--- config.mk ---
export PLATFORM = sky130hd
export DESIGN_NAME = tic_isqrt
export DESIGN_NICKNAME = d
export VERILOG_FILES = /design/src/hw/rtl/tic_pkg.sv /design/src/hw/rtl/tic_isqrt.sv
export SDC_FILE = /design/constraint.sdc
export NUM_CORES = 1
export LEC_CHECK = 0
export BUFFER_PORTS_ARGS = -buffer_cell sky130_fd_sc_hd__buf_4
export CORE_MARGIN = 4
export CORE_UTILIZATION = 28
export CTS_CLUSTER_DIAMETER = 30
export DETAILED_ROUTE_END_ITERATION = 6
export PLACE_DENSITY = 0.48
export SLEW_MARGIN = 20
export SYNTH_ARGS = -nofsm -noshare
export SYNTH_HDL_FRONTEND = slang
export SYNTH_SLANG_ARGS = --single-unit
--- constraint.sdc ---
create_clock -name clk -period 4 [get_ports clk]
set_input_delay 0.2 -clock clk [delete_from_list [all_inputs] [get_ports clk]]
set_output_delay 0.2 -clock clk [all_outputs]
set_load 0.01 [all_outputs]
--- src/hw/rtl/tic_pkg.sv ---
package tic_pkg;

  localparam int ADDR_W = 5;

  localparam logic [2:0] REG_COAST_ENABLE = 3'd0;
  localparam logic [2:0] REG_CURVE_POWER  = 3'd1;
  localparam logic [2:0] REG_DUR_PER_SPD  = 3'd2;
  localparam logic [2:0] REG_SPEED_CAP    = 3'd3;
  localparam logic [2:0] REG_MIN_DUR      = 3'd4;
  localparam logic [2:0] REG_MAX_DUR      = 3'd5;
  localparam logic [2:0] REG_VERT_MULT    = 3'd6;
  localparam logic [2:0] REG_NOISE_THR    = 3'd7;

  localparam logic [3:0]  POWER_RESET   = 4'd4;
  localparam logic [23:0] DPS_RESET     = 24'd115200;
  localparam logic [15:0] MIN_DUR_RESET = 16'd30;
  localparam logic [15:0] MAX_DUR_RESET = 16'd1500;
  localparam logic [8:0]  VMULT_RESET   = 9'd256;

  typedef enum logic [3:0] {
    ST_IDLE,
    ST_DECODE,
    ST_SQ,
    ST_CHK,
    ST_SQRT,
    ST_MUL,
    ST_DIVS,
    ST_DIVY,
    ST_FIN,
    ST_ADV,
    ST_OUT
  } top_state_t;

  typedef enum logic [1:0] {
    LN_IDLE,
    LN_DIV,
    LN_POW,
    LN_SCALE
  } lane_state_t;

endpackage

--- src/hw/rtl/tic_isqrt.sv ---
module tic_isqrt
  import tic_pkg::*;
#(
  parameter int RW = 24
) (
  input  logic            clk,
  input  logic            rst,
  input  logic            start,
  input  logic [2*RW-1:0] radicand,
  output logic            busy,
  output logic [RW-1:0]   root
);

  localparam int CW = $clog2(RW + 1);

  logic [CW-1:0]   cnt;
  logic [2*RW-1:0] rad;
  logic [RW:0]     rem;
  logic [RW+2:0]   rem_s;
  logic [RW+2:0]   trial;
  logic [RW+2:0]   diff;

  assign rem_s = {rem, rad[2*RW-1 -: 2]};
  assign trial = {1'b0, root, 2'b01};
  assign diff  = rem_s - trial;
  assign busy  = (cnt != '0);

  // digit-by-digit root, two radicand bits a cycle
  always_ff @(posedge clk) begin
    if (rst) begin
      cnt <= '0;
    end else if (start) begin
      cnt <= CW'(RW);
    end else if (busy) begin
      cnt <= cnt - 1'b1;
    end
  end

  always_ff @(posedge clk) begin
    if (start) begin
      rad  <= radicand;
      rem  <= '0;
      root <= '0;
    end else if (busy) begin
      rad <= {rad[2*RW-3:0], 2'b00};
      if (rem_s >= trial) begin
        rem  <= diff[RW:0];
        root <= {root[RW-2:0], 1'b1};
      end else begin
        rem  <= rem_s[RW:0];
        root <= {root[RW-2:0], 1'b0};
      end
    end
  end

endmodule

# [Word level (Yosys, flattened, before mapping)]
# Index checks and enable logic that the tools add are counted.
[word_totals] reg_bits=102 input_bits=51
[classes] magnitude_cmp=1 n_reduce_logical=3 add_sub_neg=2 mux=6
[ops] operator="48-bit two-way mux" n=2
[ops] operator="27-bit by 26-bit >= comparator with 1-bit output" n=1
[ops] operator="25-bit two-way mux" n=1
[ops] operator="25-bit subtractor" n=1
[ops] operator="5-bit two-way mux" n=2
[ops] operator="5-bit nonzero test" n=1
[ops] operator="5-bit by 1-bit subtractor with 5-bit output (second input constant)" n=1
[ops] operator="2-bit nonzero test" n=1
[ops] operator="2-bit OR reduction" n=1
[ops] operator="1-bit two-way mux" n=1

# [Longest topological paths before layout]
# Gate-level depths: netlist (run 1).
[logic_depth] ltp_word=3 ltp_mapped=12 ltp_nobuf=9

# [Worst setup path after synthesis (run 1)]
# No wires, ideal clock.
[synth_timing] path_type="register to register" startpoint="reg cnt[0]" endpoint="reg rad[0] (enable)" arrival_ns=2.210 path_slack_ns=1.207 t_required_ns=3.417 stages_incl_launch_ff=8 cell_sequence="dfxtp_1 > inv_1 > ha_1 > nand2_1 > nor2_1 > clkbuf_1 > buf_1 > nand2_1"
[synth_via] elab_chain_cells=2
[synth_rtl] item="start, declared" line_no="tic_isqrt.sv:16" text="logic [CW-1:0] cnt;"
[synth_rtl] item="start signal, assigned" line_no="tic_isqrt.sv:33" text="cnt <= CW'(RW);"
[synth_rtl] item="start signal, assigned" line_no="tic_isqrt.sv:35" text="cnt <= cnt - 1'b1;"
[synth_rtl] item="5-bit nonzero test" line_no="tic_isqrt.sv:26" text="assign busy = (cnt != '0);"
[synth_rtl] item="2-bit nonzero test (no line)"
[synth_rtl] item="end signal, assigned" line_no="tic_isqrt.sv:41" text="rad <= radicand;"
[synth_rtl] item="end signal, assigned" line_no="tic_isqrt.sv:45" text="rad <= {rad[2*RW-3:0], 2'b00};"
[synth_rtl] item="end, declared" line_no="tic_isqrt.sv:17" text="logic [2*RW-1:0] rad;"
# No other way between the ends.
# A chain may end at the register's enable or synchronous reset.

# [Worst setup path in the final report (run 1)]
[layout_timing] startpoint="reg root[10]" endpoint="reg rem[10]"
[layout_via] elab_chain_cells=2
[layout_rtl] item="start, declared" line_no="tic_isqrt.sv:11" text="output logic [RW-1:0] root"
[layout_rtl] item="start signal, assigned" line_no="tic_isqrt.sv:48" text="root <= {root[RW-2:0], 1'b1};"
[layout_rtl] item="start signal, assigned" line_no="tic_isqrt.sv:51" text="root <= {root[RW-2:0], 1'b0};"
[layout_rtl] item="27-bit by 26-bit >= comparator with 1-bit output" line_no="tic_isqrt.sv:46" text="if (rem_s >= trial) begin"
[layout_rtl] item="25-bit two-way mux" line_no="tic_isqrt.sv:46"
[layout_rtl] item="end signal, assigned" line_no="tic_isqrt.sv:47" text="rem <= diff[RW:0];"
[layout_rtl] item="end signal, assigned" line_no="tic_isqrt.sv:50" text="rem <= rem_s[RW:0];"
[layout_rtl] item="end, declared" line_no="tic_isqrt.sv:18" text="logic [RW:0] rem;"
# No other way between the ends.

==> reports/qor.csv, run 1 <==
stage;metric;value;unit
power_and_ir_drop;sequential fraction of design power;28.5;%
finish;post-route cell area;0.007003;sq mm
place;DP HPWL;10.12;mm
drt;drc violations;0;
cts;Worst-Skew Late Latency;0.36;ns
drt;DR iter-0 viols;214;
sta;fin crit period;2.997;ns
critical_path;worst reg-to-reg path cell count;9;
synthesis;largest cells by area after synthesis;edfxtp_1, dfxtp_1, mux2_2;
critical_path;Crit Path Category;register to register;
drt;number of detailed-route iterations in the first pass;6;
cts;H-tree depth;3;
sta;Setup violations, final;0;
critical_path;critical path required time;4.26;ns
synthesis;Yosys cell types;76;
floorplan;die height;154.1;microns
synthesis;Mapped Area;0.005979;sq mm
hold_path;min-delay worst type;input port to register;
hold_path;hold_sp;rst;
synthesis;total number of yosys warnings;0;
synthesis;#FFs+latches synth;102;
place;PortBufs;75;
floorplan;die area;0.02376;sq mm
grt;vias in the first global route;4655;
sta;Worst Skew;0.01259;ns
synthesis;Syn Inst Count;608;
floorplan;Initial Util;28.44;%
synthesis;register area share after synthesis;42.18;%
cts;CTS resizes;0;
cts;TritonCTS clock tree;built;
cts;Clock Path Buffers;2;
synthesis;Main synth FF type;dfxtp_1;
synthesis;ys async rst share;0;%
finish;Layout area overhead;17.12;%
sta;worst-margin pin slew;0.7510;ns
grt;antenna violations before repair;0;
drt;routed wire length;14.26;mm
power_and_ir_drop;Lkg Pwr;2.722;nW
hold_path;hold endpoint;cnt[4];
place;placed cell areas;0.006693;sq mm
cts;hold_buf cts;0;
synthesis;mean post-synth cell area;9.835;sq um
drt;wire per inst;15.15;microns
cts;Setup Buffers After CTS;0;
synthesis;area leader, netlist;edfxtp_1;
cts;cts bufs inserted;9;
power_and_ir_drop;VDD IR max;0.2661;mV
critical_path;r2r startpoint;root[10];
drt;Via-to-Cell Ratio;5.006;
cts;CTS Root Buffer Type;clkbuf_16;
finish;share of cells above drive strength 1;25.23;%
power_and_ir_drop;Power Internal;2.958;mW
critical_path;crit start category;register;
synthesis;Post-Syn Nets;686;
drt;ANT nets after route;0;
sta;Achievable Freq;333.7;MHz
outcome;run status;completed;
floorplan;Core Area;0.02102;sq mm
synthesis;share of the synthesized area in the top cell type;24.11;%
sta;setup TNS;0;ns
sta;fin crit share;74.92;%
grt;first-pass GRT wire length;23.48;mm
sta;RSZ-0062 raised after global routing;no;
critical_path;Worst Path Max Fanout;15;
sta;max_slew headroom;49.86;%
finish;Final nets;739;
synthesis;EDFF count, synth;48;
floorplan;io pins;76;
grt;GRT Overall Usage;11.87;%
finish;Antenna Diode Count;0;
floorplan;number of cell rows;53;
critical_path;R2R Setup Slk;1.00;ns
job;Max-Cap Viols;0;
sta;Pins Over Slew Limit;0;
grt;grt total ovfl;0;
critical_path;FF-to-FF End;rem[10];
floorplan;Die Wd;154.1;microns
power_and_ir_drop;clock share of power;18.5;%
power_and_ir_drop;Sw Share;41.19;%
power_and_ir_drop;PD cells;718.2;mW/mm^2
power_and_ir_drop;combinational power share;52.9;%
power_and_ir_drop;sw power;2.072;mW
drt;total number of vias;4711;
grt;largest net degree at the start of global routing;54;
place;GPL Wtd Cong;0.8406;
critical_path;critical path capture point type;register;
finish;post-route core utilization;33.31;%
critical_path;Arr. time, crit path;3.25;ns
sta;Fin. Hold Viols;0;
cts;clock slew at reported path FFs;0.08;ns
cts;clock sinks;102;
hold_path;Hold Crit Depth;2;
[worst max path at each step]
stage / slack, ns / startpoint / endpoint / depth (start not counted)
floorplan: 1.21 / cnt[0] / rad[0] / 7
global placement: 1.03 / root[16] / rem[10] / 8
detailed placement: 1.0 / root[10] / rem[10] / 9
CTS: 0.98 / root[10] / rem[10] / 9
global route: 0.80 / root[10] / rem[10] / 9
finish: 1.00 / root[10] / rem[10] / 9
[state kept, by name (all words and copies together) (netlist names)]
signal,cells
rad,48
rem,25
root,24
cnt,5
[cell type report]
cell class	instances	area (sq um)
inverters	38	142.6
clock inverters	6	76.32
repair buffers	79	593.1
well taps	275	344.1
flip-flops and latches	102	2522
fillers	2122	14020
multi-input cells	431	3095
clock buffers	10	229.0
[layout by cell type, fill, tap and decap left out, drive strengths merged, types with 5 or more instances in the layout]
cell and instances:
or3 6, inv 42, mux2i 13, clkbuf 10, nand4 7, a21oi 47
and3 7, dfxtp 54, a2111oi 5, nor2 41, a21o 10, and2 6
mux2 46, nor3 10, nand3 14, xnor2 12, nand2 70, buf 79
o211ai 5, edfxtp 48, ha 27, a211oi 19, o21ai 12, a31oi 10
[cells in the mapped netlist (4+ instances only)]
| cell | instances |
|---|---|
| nand4_1 | 7 |
| a21oi_1 | 44 |
| a211oi_1 | 17 |
| nand2_1 | 69 |
| xor2_1 | 4 |
| o21ai_0 | 11 |
| and3_1 | 6 |
| buf_6 | 10 |
| nand3_1 | 14 |
| edfxtp_1 | 48 |
| dfxtp_1 | 54 |
| mux2_2 | 46 |
| xnor2_1 | 12 |
| o31ai_1 | 4 |
| nor3_1 | 10 |
| ha_1 | 27 |
| nor2_1 | 41 |
| a31oi_1 | 10 |
| o211ai_1 | 5 |
| or3_1 | 6 |
| o21a_1 | 4 |
| clkbuf_1 | 19 |
| inv_1 | 37 |
| mux2i_1 | 13 |
| and2_1 | 6 |
| a21o_1 | 9 |
[through the flow]
| stage | std cells | power, mW | hold WS (ns) | setup WS, ns |
|---|---|---|---|---|
| after global placement | 925 | 4.110 | 0.3993 | 1.032 |
| after global routing | 941 | 5.406 | 0.01947 | 0.8033 |
| final | 941 | 5.030 | 0.03751 | 1.003 |
| after floorplan | 608 | 3.624 | 0.2691 | 1.207 |
| after CTS | 941 | 5.076 | 0.01739 | 0.9844 |
| after detailed placement | 925 | 4.105 | 0.4071 | 0.9984 |
[worst max-delay path, cell delays in order (launching register included)]
cell and delay [ns]:
dfxtp_1 0.40, inv_1 0.07, ha_1 0.41, a21oi_2 0.19, o21ai_2 0.09, a311o_1 0.42, o311a_4 0.43, a21oi_4 0.47
nor3_1 0.13, a2111oi_2 0.28
[cells by family after synthesis]
logic type,Yosys count,synth area share [%]
DFF,102,42.18
muxes,59,10.84
AOI/OAI and AO/OA,146,18.04
buffers and inverters,75,6.215
xor gates and xnor gates,16,2.344
adders and majority gates,27,5.650
and+or+nand+nor,183,14.73
[power by group through the flow]
| stage | logic, mW | registers [mW] | clock network [mW] |
|---|---|---|---|
| floorplan | 2.20 | 1.42 | 0 |
| global placement | 2.65 | 1.46 | 0 |
| detailed placement | 2.64 | 1.46 | 0 |
| CTS | 2.67 | 1.44 | 0.972 |
| global route | 2.93 | 1.46 | 1.01 |
| finish | 2.66 | 1.44 | 0.933 |
[per-layer routing]
| metal | vias up | GRT usage [%] | share of wire [%] |
|---|---|---|---|
| li1 | 2330 | - | - |
| met1 | 2231 | 15.61 | 46 |
| met2 | 132 | 19.13 | 46 |
| met3 | 18 | 3.715 | 6.0 |
| met4 | 0 | 2.775 | 1.4 |
| met5 | - | 0 | 0 |
No activity file was read; power rests on OpenSTA's default activity.
==> inputs of run 2 (changes only) <==
--- a/config.mk
+++ b/config.mk
@@ -10,7 +10,7 @@
 export CORE_UTILIZATION = 28
 export CTS_CLUSTER_DIAMETER = 30
 export DETAILED_ROUTE_END_ITERATION = 6
-export PLACE_DENSITY = 0.48
+export PLACE_DENSITY = 0.49
 export SLEW_MARGIN = 20
 export SYNTH_ARGS = -nofsm -noshare
 export SYNTH_HDL_FRONTEND = slang
==> constraint.sdc (replaced) <==
create_clock -name clk -period 2.6 [get_ports clk]
set_input_delay 0.13 -clock clk [delete_from_list [all_inputs] [get_ports clk]]
set_output_delay 0.13 -clock clk [all_outputs]
set_load 0.01 [all_outputs]
==> reports/qor.csv, run 2 (synthesis gave the netlist of run 1 again) <==
stage;metric;value;unit;change
power_and_ir_drop;sw power;3.733;mW;was 2.072 mW
sta;worst setup margin;0.09676;ns;was 1.003 ns
sta;Pins Over Slew Limit;0;;unchanged
drt;Via-to-Cell Ratio;4.878;;was 5.006
cts;TritonCTS clock tree;built;;unchanged
finish;share of cells above drive strength 1;41.30;%;was 25.23%
power_and_ir_drop;VDD IR max;0.4198;mV;was 0.2661 mV
drt;number of detailed-route iterations in the first pass;5;;was 6
critical_path;crit start category;register;;unchanged
power_and_ir_drop;total power;9.466;mW;was 5.030 mW
finish;post-route core utilization;38.71;%;was 33.31%
floorplan;io pins;76;;unchanged
floorplan;number of cell rows;53;;unchanged
drt;drc violations;0;;unchanged
critical_path;Worst Path Max Fanout;6;;was 15
cts;clock slew at reported path FFs;0.08;ns;about the same
grt;first-pass GRT wire length;25.98;mm;was 23.48 mm
power_and_ir_drop;Power Internal;5.733;mW;was 2.958 mW
finish;most frequent cells in the layout;buf_4, nand2_1, edfxtp_1;;was buf_4, nand2_1, dfxtp_1
power_and_ir_drop;PD cells;1163;mW/mm^2;was 718.2 mW/mm^2
cts;CTS Root Buffer Type;clkbuf_16;;unchanged
finish;fill cell count;2088;;was 2122
finish;Register Area;0.002537;sq mm;was 0.002522 sq mm
drt;total number of vias;5098;;was 4711
sta;Achievable Freq;399.5;MHz;was 333.7 MHz
grt;largest net degree at the start of global routing;97;;was 54
drt;DR iter-0 viols;277;;was 214
drt;wire per inst;15.44;microns;was 15.15 microns
finish;most common cell after layout, fill and taps aside;buf_4;;unchanged
finish;max reg flops;48;;unchanged
power_and_ir_drop;Lkg Pwr;3.275;nW;was 2.722 nW
critical_path;critical path required time;2.86;ns;was 4.26 ns
sta;fin crit period;2.503;ns;was 2.997 ns
outcome;run status;completed;;unchanged
place;Place WS;-0.08687;ns;was 0.9984 ns
power_and_ir_drop;combinational power share;62.3;%;was 52.9%
floorplan;die area;0.02376;sq mm;unchanged
finish;Antenna Diode Count;0;;unchanged
finish;largest reg by FF count;rad;;unchanged
power_and_ir_drop;clock share of power;14.3;%;was 18.5%
grt;grt total ovfl;0;;unchanged
grt;GRT Overall Usage;13.24;%;was 11.87%
hold_path;min-delay worst type;input port to register;;unchanged
grt;vias in the first global route;5265;;was 4655
floorplan;Core Area;0.02102;sq mm;unchanged
sta;max_slew headroom;59.32;%;was 49.86%
sta;RSZ-0062 raised after global routing;yes;;was no
drt;ANT nets after route;0;;unchanged
finish;Layout area overhead;36.07;%;was 17.12%
place;DP HPWL;11.40;mm;was 10.12 mm
sta;fin crit share;96.28;%;was 74.92%
drt;routed wire length;16.14;mm;was 14.26 mm
sta;Fin. Hold Viols;0;;unchanged
sta;Min Hold Slack;0.05529;ns;was 0.03751 ns
cts;Clock Path Buffers;2;;unchanged
critical_path;critical path capture point type;register;;unchanged
critical_path;Crit Path Category;register to register;;unchanged
cts;clock sinks;102;;unchanged
finish;Post-Layout Cell Count;1045;;was 941
place;PortBufs;75;;unchanged
cts;cts bufs inserted;9;;unchanged
critical_path;Arr. time, crit path;2.76;ns;was 3.25 ns
floorplan;Initial Util;28.44;%;unchanged
cts;Worst-Skew Late Latency;0.36;ns;about the same
power_and_ir_drop;Sw Share;39.44;%;was 41.19%
finish;Final nets;843;;was 739
place;Placed Instances;1020;;was 925
floorplan;die height;154.1;microns;unchanged
finish;largest registers;rad x48, rem x25, root x24;;unchanged
place;GPL Wtd Cong;0.8853;;was 0.8406
sta;Worst Skew;0.009663;ns;was 0.01259 ns
finish;area of the multi-input gates;0.003395;sq mm;was 0.003095 sq mm
sta;worst-margin pin slew;0.6103;ns;was 0.7510 ns
cts;H-tree depth;3;;unchanged
power_and_ir_drop;sequential fraction of design power;23.4;%;was 28.5%
job;Max-Cap Viols;0;;unchanged
grt;antenna violations before repair;0;;unchanged
sta;Setup violations, final;0;;unchanged
floorplan;Die Wd;154.1;microns;unchanged
==> run 2: critical path, cell delays in order (launching register included) <==
cell and delay, ns:
dfxtp_2 0.33, inv_1 0.06, ha_4 0.25, and3_4 0.20
a221oi_4 0.30, o32ai_2 0.14, o311a_4 0.35, a21o_4 0.26
buf_12 0.15, mux2i_1 0.11, a211oi_1 0.25
==> run 2: timing repair <==
action,CTS,global route
gates cloned,0,1
endpoints found under the setup margin,19,23
hold buffers,1,0
resized for setup,7,47
pin swaps,10,25
hold endpoints to repair,5,0
buffers inserted,1,6
==> run 2: worst paths after layout <==
check | start | to | slack [ns] | cells after the start
min reg2reg | root[23] | root[23] | 0.48 | 2
max reg2reg | root[7] | rem[7] | 0.1 | 10
min | radicand[1] | rad[1] | 0.06 | 2
max | root[7] | rem[7] | 0.1 | 10
==> run 2: through the flow <==
stage	area, sq um	setup TNS (ns)
after global routing	8137	-0.05178
final	8137	0
after CTS	7807	0
after floorplan	5984	0
after global placement	7446	-0.05719
after detailed placement	7446	-0.7637
==> run 2: metal layers <==
layer / global-route usage, % / up-vias / part of all wire [%]
met5: 0 / - / 0
met4: 3.532 / 0 / 1.5
met3: 3.997 / 18 / 6.3
met2: 21.92 / 124 / 48
met1: 16.82 / 2410 / 44
li1: - / 2546 / -
==> run 2: cell type report <==
class	count	share of cell area, %
clock buffer	11	2.983
tap	275	4.229
sequential	102	31.19
clock inverter	5	0.5382
multi-input combinational	431	41.72
timing repair buffer	183	17.59
inverter	38	1.753
==> run 2: power groups by stage <==
stage	combinational, mW	clock, mW	sequential [mW]
finish	5.90	1.35	2.22
detailed placement	5.20	0	2.22
global placement	5.17	0	2.21
floorplan	3.39	0	2.19
global route	6.41	1.47	2.25
CTS	5.32	1.41	2.19
==> inputs of run 3 (changes only) <==
--- a/config.mk
+++ b/config.mk
@@ -5,12 +5,12 @@
 export SDC_FILE = /design/constraint.sdc
 export NUM_CORES = 1
 export LEC_CHECK = 0
-export BUFFER_PORTS_ARGS = -buffer_cell sky130_fd_sc_hd__buf_4
+export BUFFER_PORTS_ARGS = -buffer_cell sky130_fd_sc_hd__buf_2
 export CORE_MARGIN = 4
 export CORE_UTILIZATION = 28
 export CTS_CLUSTER_DIAMETER = 30
 export DETAILED_ROUTE_END_ITERATION = 6
-export PLACE_DENSITY = 0.49
+export PLACE_DENSITY = 0.48
 export SLEW_MARGIN = 20
 export SYNTH_ARGS = -nofsm -noshare
 export SYNTH_HDL_FRONTEND = slang
==> constraint.sdc (replaced) <==
create_clock -name clk -period 2.8 [get_ports clk]
set_input_delay 0.14 -clock clk [delete_from_list [all_inputs] [get_ports clk]]
set_output_delay 0.14 -clock clk [all_outputs]
set_load 0.01 [all_outputs]
==> reports/qor.csv, run 3 (synthesis gave the netlist of run 1 again) <==
stage;metric;value;unit;change
sta;worst-margin pin slew;0.6277;ns;was 0.6103 ns
sta;RSZ-0062 raised after global routing;no;;was yes
grt;M2 GR Usage;20.80;%;was 21.92%
grt;busiest grt layer;met2;;unchanged
finish;Final nets;785;;was 843
grt;GRT Overall Usage;12.69;%;was 13.24%
sta;Pins Over Slew Limit;0;;unchanged
power_and_ir_drop;sequential fraction of design power;26.6;%;was 23.4%
critical_path;Arr. time, crit path;2.97;ns;was 2.76 ns
outcome;run status;completed;;unchanged
drt;routed wire length;15.00;mm;was 16.14 mm
sta;max_slew headroom;57.80;%;was 59.32%
finish;Layout area overhead;20.84;%;was 36.07%
critical_path;Worst Path Max Fanout;6;;unchanged
cts;CTS Root Buffer Type;clkbuf_16;;unchanged
finish;fill cell count;2154;;was 2088
sta;Worst Skew;0.01170;ns;was 0.009663 ns
finish;largest reg by FF count;rad;;unchanged
cts;Clock Path Buffers;2;;unchanged
cts;TritonCTS clock tree;built;;unchanged
job;Max-Cap Viols;0;;unchanged
finish;max reg flops;48;;unchanged
floorplan;io pins;76;;unchanged
sta;setup TNS;0;ns;unchanged
cts;clock slew at reported path FFs;0.08;ns;about the same
drt;ANT nets after route;0;;unchanged
cts;cts bufs inserted;9;;unchanged
floorplan;die area;0.02376;sq mm;unchanged
cts;clock sinks;102;;unchanged
floorplan;die height;154.1;microns;unchanged
floorplan;Core Area;0.02102;sq mm;unchanged
finish;post-route cell area;0.007226;sq mm;was 0.008137 sq mm
finish;Antenna Diode Count;0;;unchanged
power_and_ir_drop;Sw Share;40.82;%;was 39.44%
sta;fin crit share;96.34;%;was 96.28%
power_and_ir_drop;PD cells;1063;mW/mm^2;was 1163 mW/mm^2
power_and_ir_drop;Lkg Pwr;2.902;nW;was 3.275 nW
place;placed cell areas;0.006868;sq mm;was 0.007446 sq mm
drt;wire per inst;15.19;microns;was 15.44 microns
grt;met3 Use GR;3.940;%;was 3.997%
power_and_ir_drop;clock share of power;16.3;%;was 14.3%
power_and_ir_drop;Power Internal;4.547;mW;was 5.733 mW
grt;first-pass GRT wire length;24.86;mm;was 25.98 mm
place;GPL Wtd Cong;0.8865;;was 0.8853
floorplan;number of cell rows;53;;unchanged
finish;most common cell after layout, fill and taps aside;buf_2;;was buf_4
cts;H-tree depth;3;;unchanged
floorplan;Die Wd;154.1;microns;unchanged
hold_path;min-delay worst type;input port to register;;unchanged
place;PortBufs;75;;unchanged
critical_path;crit start category;register;;unchanged
drt;number of detailed-route iterations in the first pass;5;;unchanged
critical_path;critical path required time;3.07;ns;was 2.86 ns
grt;antenna violations before repair;0;;unchanged
floorplan;Initial Util;28.44;%;unchanged
sta;Setup violations, final;0;;unchanged
finish;share of cells above drive strength 1;31.60;%;was 41.30%
power_and_ir_drop;total power;7.683;mW;was 9.466 mW
finish;post-route core utilization;34.37;%;was 38.71%
power_and_ir_drop;VDD IR max;0.4104;mV;was 0.4198 mV
power_and_ir_drop;combinational power share;57.1;%;was 62.3%
grt;grt met1 use;16.31;%;was 16.82%
drt;drc violations;0;;unchanged
critical_path;critical path capture point type;register;;unchanged
sta;Min Hold Slack;0.06348;ns;was 0.05529 ns
finish;largest registers;rad x48, rem x25, root x24;;unchanged
sta;fin crit period;2.698;ns;was 2.503 ns
cts;Worst-Skew Late Latency;0.36;ns;about the same
place;DP HPWL;11.12;mm;was 11.40 mm
drt;DR iter-0 viols;218;;was 277
grt;vias in the first global route;4884;;was 5265
drt;total number of vias;4903;;was 5098
finish;most frequent cells in the layout;buf_2, nand2_1, dfxtp_1;;was buf_4, nand2_1, edfxtp_1
drt;Via-to-Cell Ratio;4.968;;was 4.878
power_and_ir_drop;sw power;3.136;mW;was 3.733 mW
sta;Fin. Hold Viols;0;;unchanged
sta;Achievable Freq;370.7;MHz;was 399.5 MHz
grt;largest net degree at the start of global routing;44;;was 97
grt;grt total ovfl;0;;unchanged
critical_path;Crit Path Category;register to register;;unchanged
[run 3: changes by cell type in the layout (fill, tap and decap cells not counted), sizes merged]
cell	change
buf	-57
clkbuf	-2
clkinv	+1
[run 3: worst paths after layout]
check                    from  endpoint  slack (ns)  depth (start not counted)
setup reg to reg      rem[10]   rem[11]        0.10                          9
setup / recovery      rem[10]   rem[11]        0.10                          9
hold reg to reg       root[7]   root[7]        0.47                          2
hold / removal    radicand[1]    rad[1]        0.06                          2
[run 3: through the flow]
| step | worst slack (ns) | instances |
|---|---|---|
| 6_report | 0.1025 | 987 |
| 2_1_floorplan | 0.007395 | 608 |
| 5_1_grt | 0.01199 | 987 |
| 4_1_cts | 0.02176 | 985 |
| 3_3_place_gp | 0.1052 | 968 |
| 3_5_place_dp | 0.02204 | 968 |
[run 3: power by group through the flow]
stage                     logic [mW]  clock network (mW)  registers [mW]
after floorplan                 3.15                   0            2.03
after global routing            4.85                1.35            2.08
final                           4.39                1.25            2.04
after CTS                       4.27                1.30            2.04
after detailed placement        4.25                   0            2.07
after global placement          4.21                   0            2.07
[run 3: timing repair]
item                                    CTS  global route
endpoints found under the setup margin    0            20
hold buffers                              1             0
hold endpoints to repair                  3             0
buffers inserted                          0             2
gates resized for setup                   0            16
[run 3: final cells by class]
class	instances	area, sq um	area share (%)
Tap cell	275	344.1	4.762
Clock inverter	6	51.30	0.7100
Multi-Input combinational cell	431	3141	43.46
Inverter	38	142.6	1.974
Clock buffer	10	229.0	3.169
Timing Repair Buffer	125	793.3	10.98
Sequential cell	102	2525	34.94
[run 3: critical path, stage by stage, from the launching register on]
cell	delay, ns
dfxtp_1	0.41
ha_2	0.34
a21oi_2	0.16
o21ai_2	0.08
a311o_1	0.40
o311a_4	0.42
a21o_4	0.26
buf_4	0.18
mux2i_1	0.12
a211oi_1	0.23
[run 3: per-layer routing]
layer	wire (microns)	vias up
met1	6822	2330
met3	868	22
met4	204	0
li1	-	2433
met2	7100	118
met5	0	-
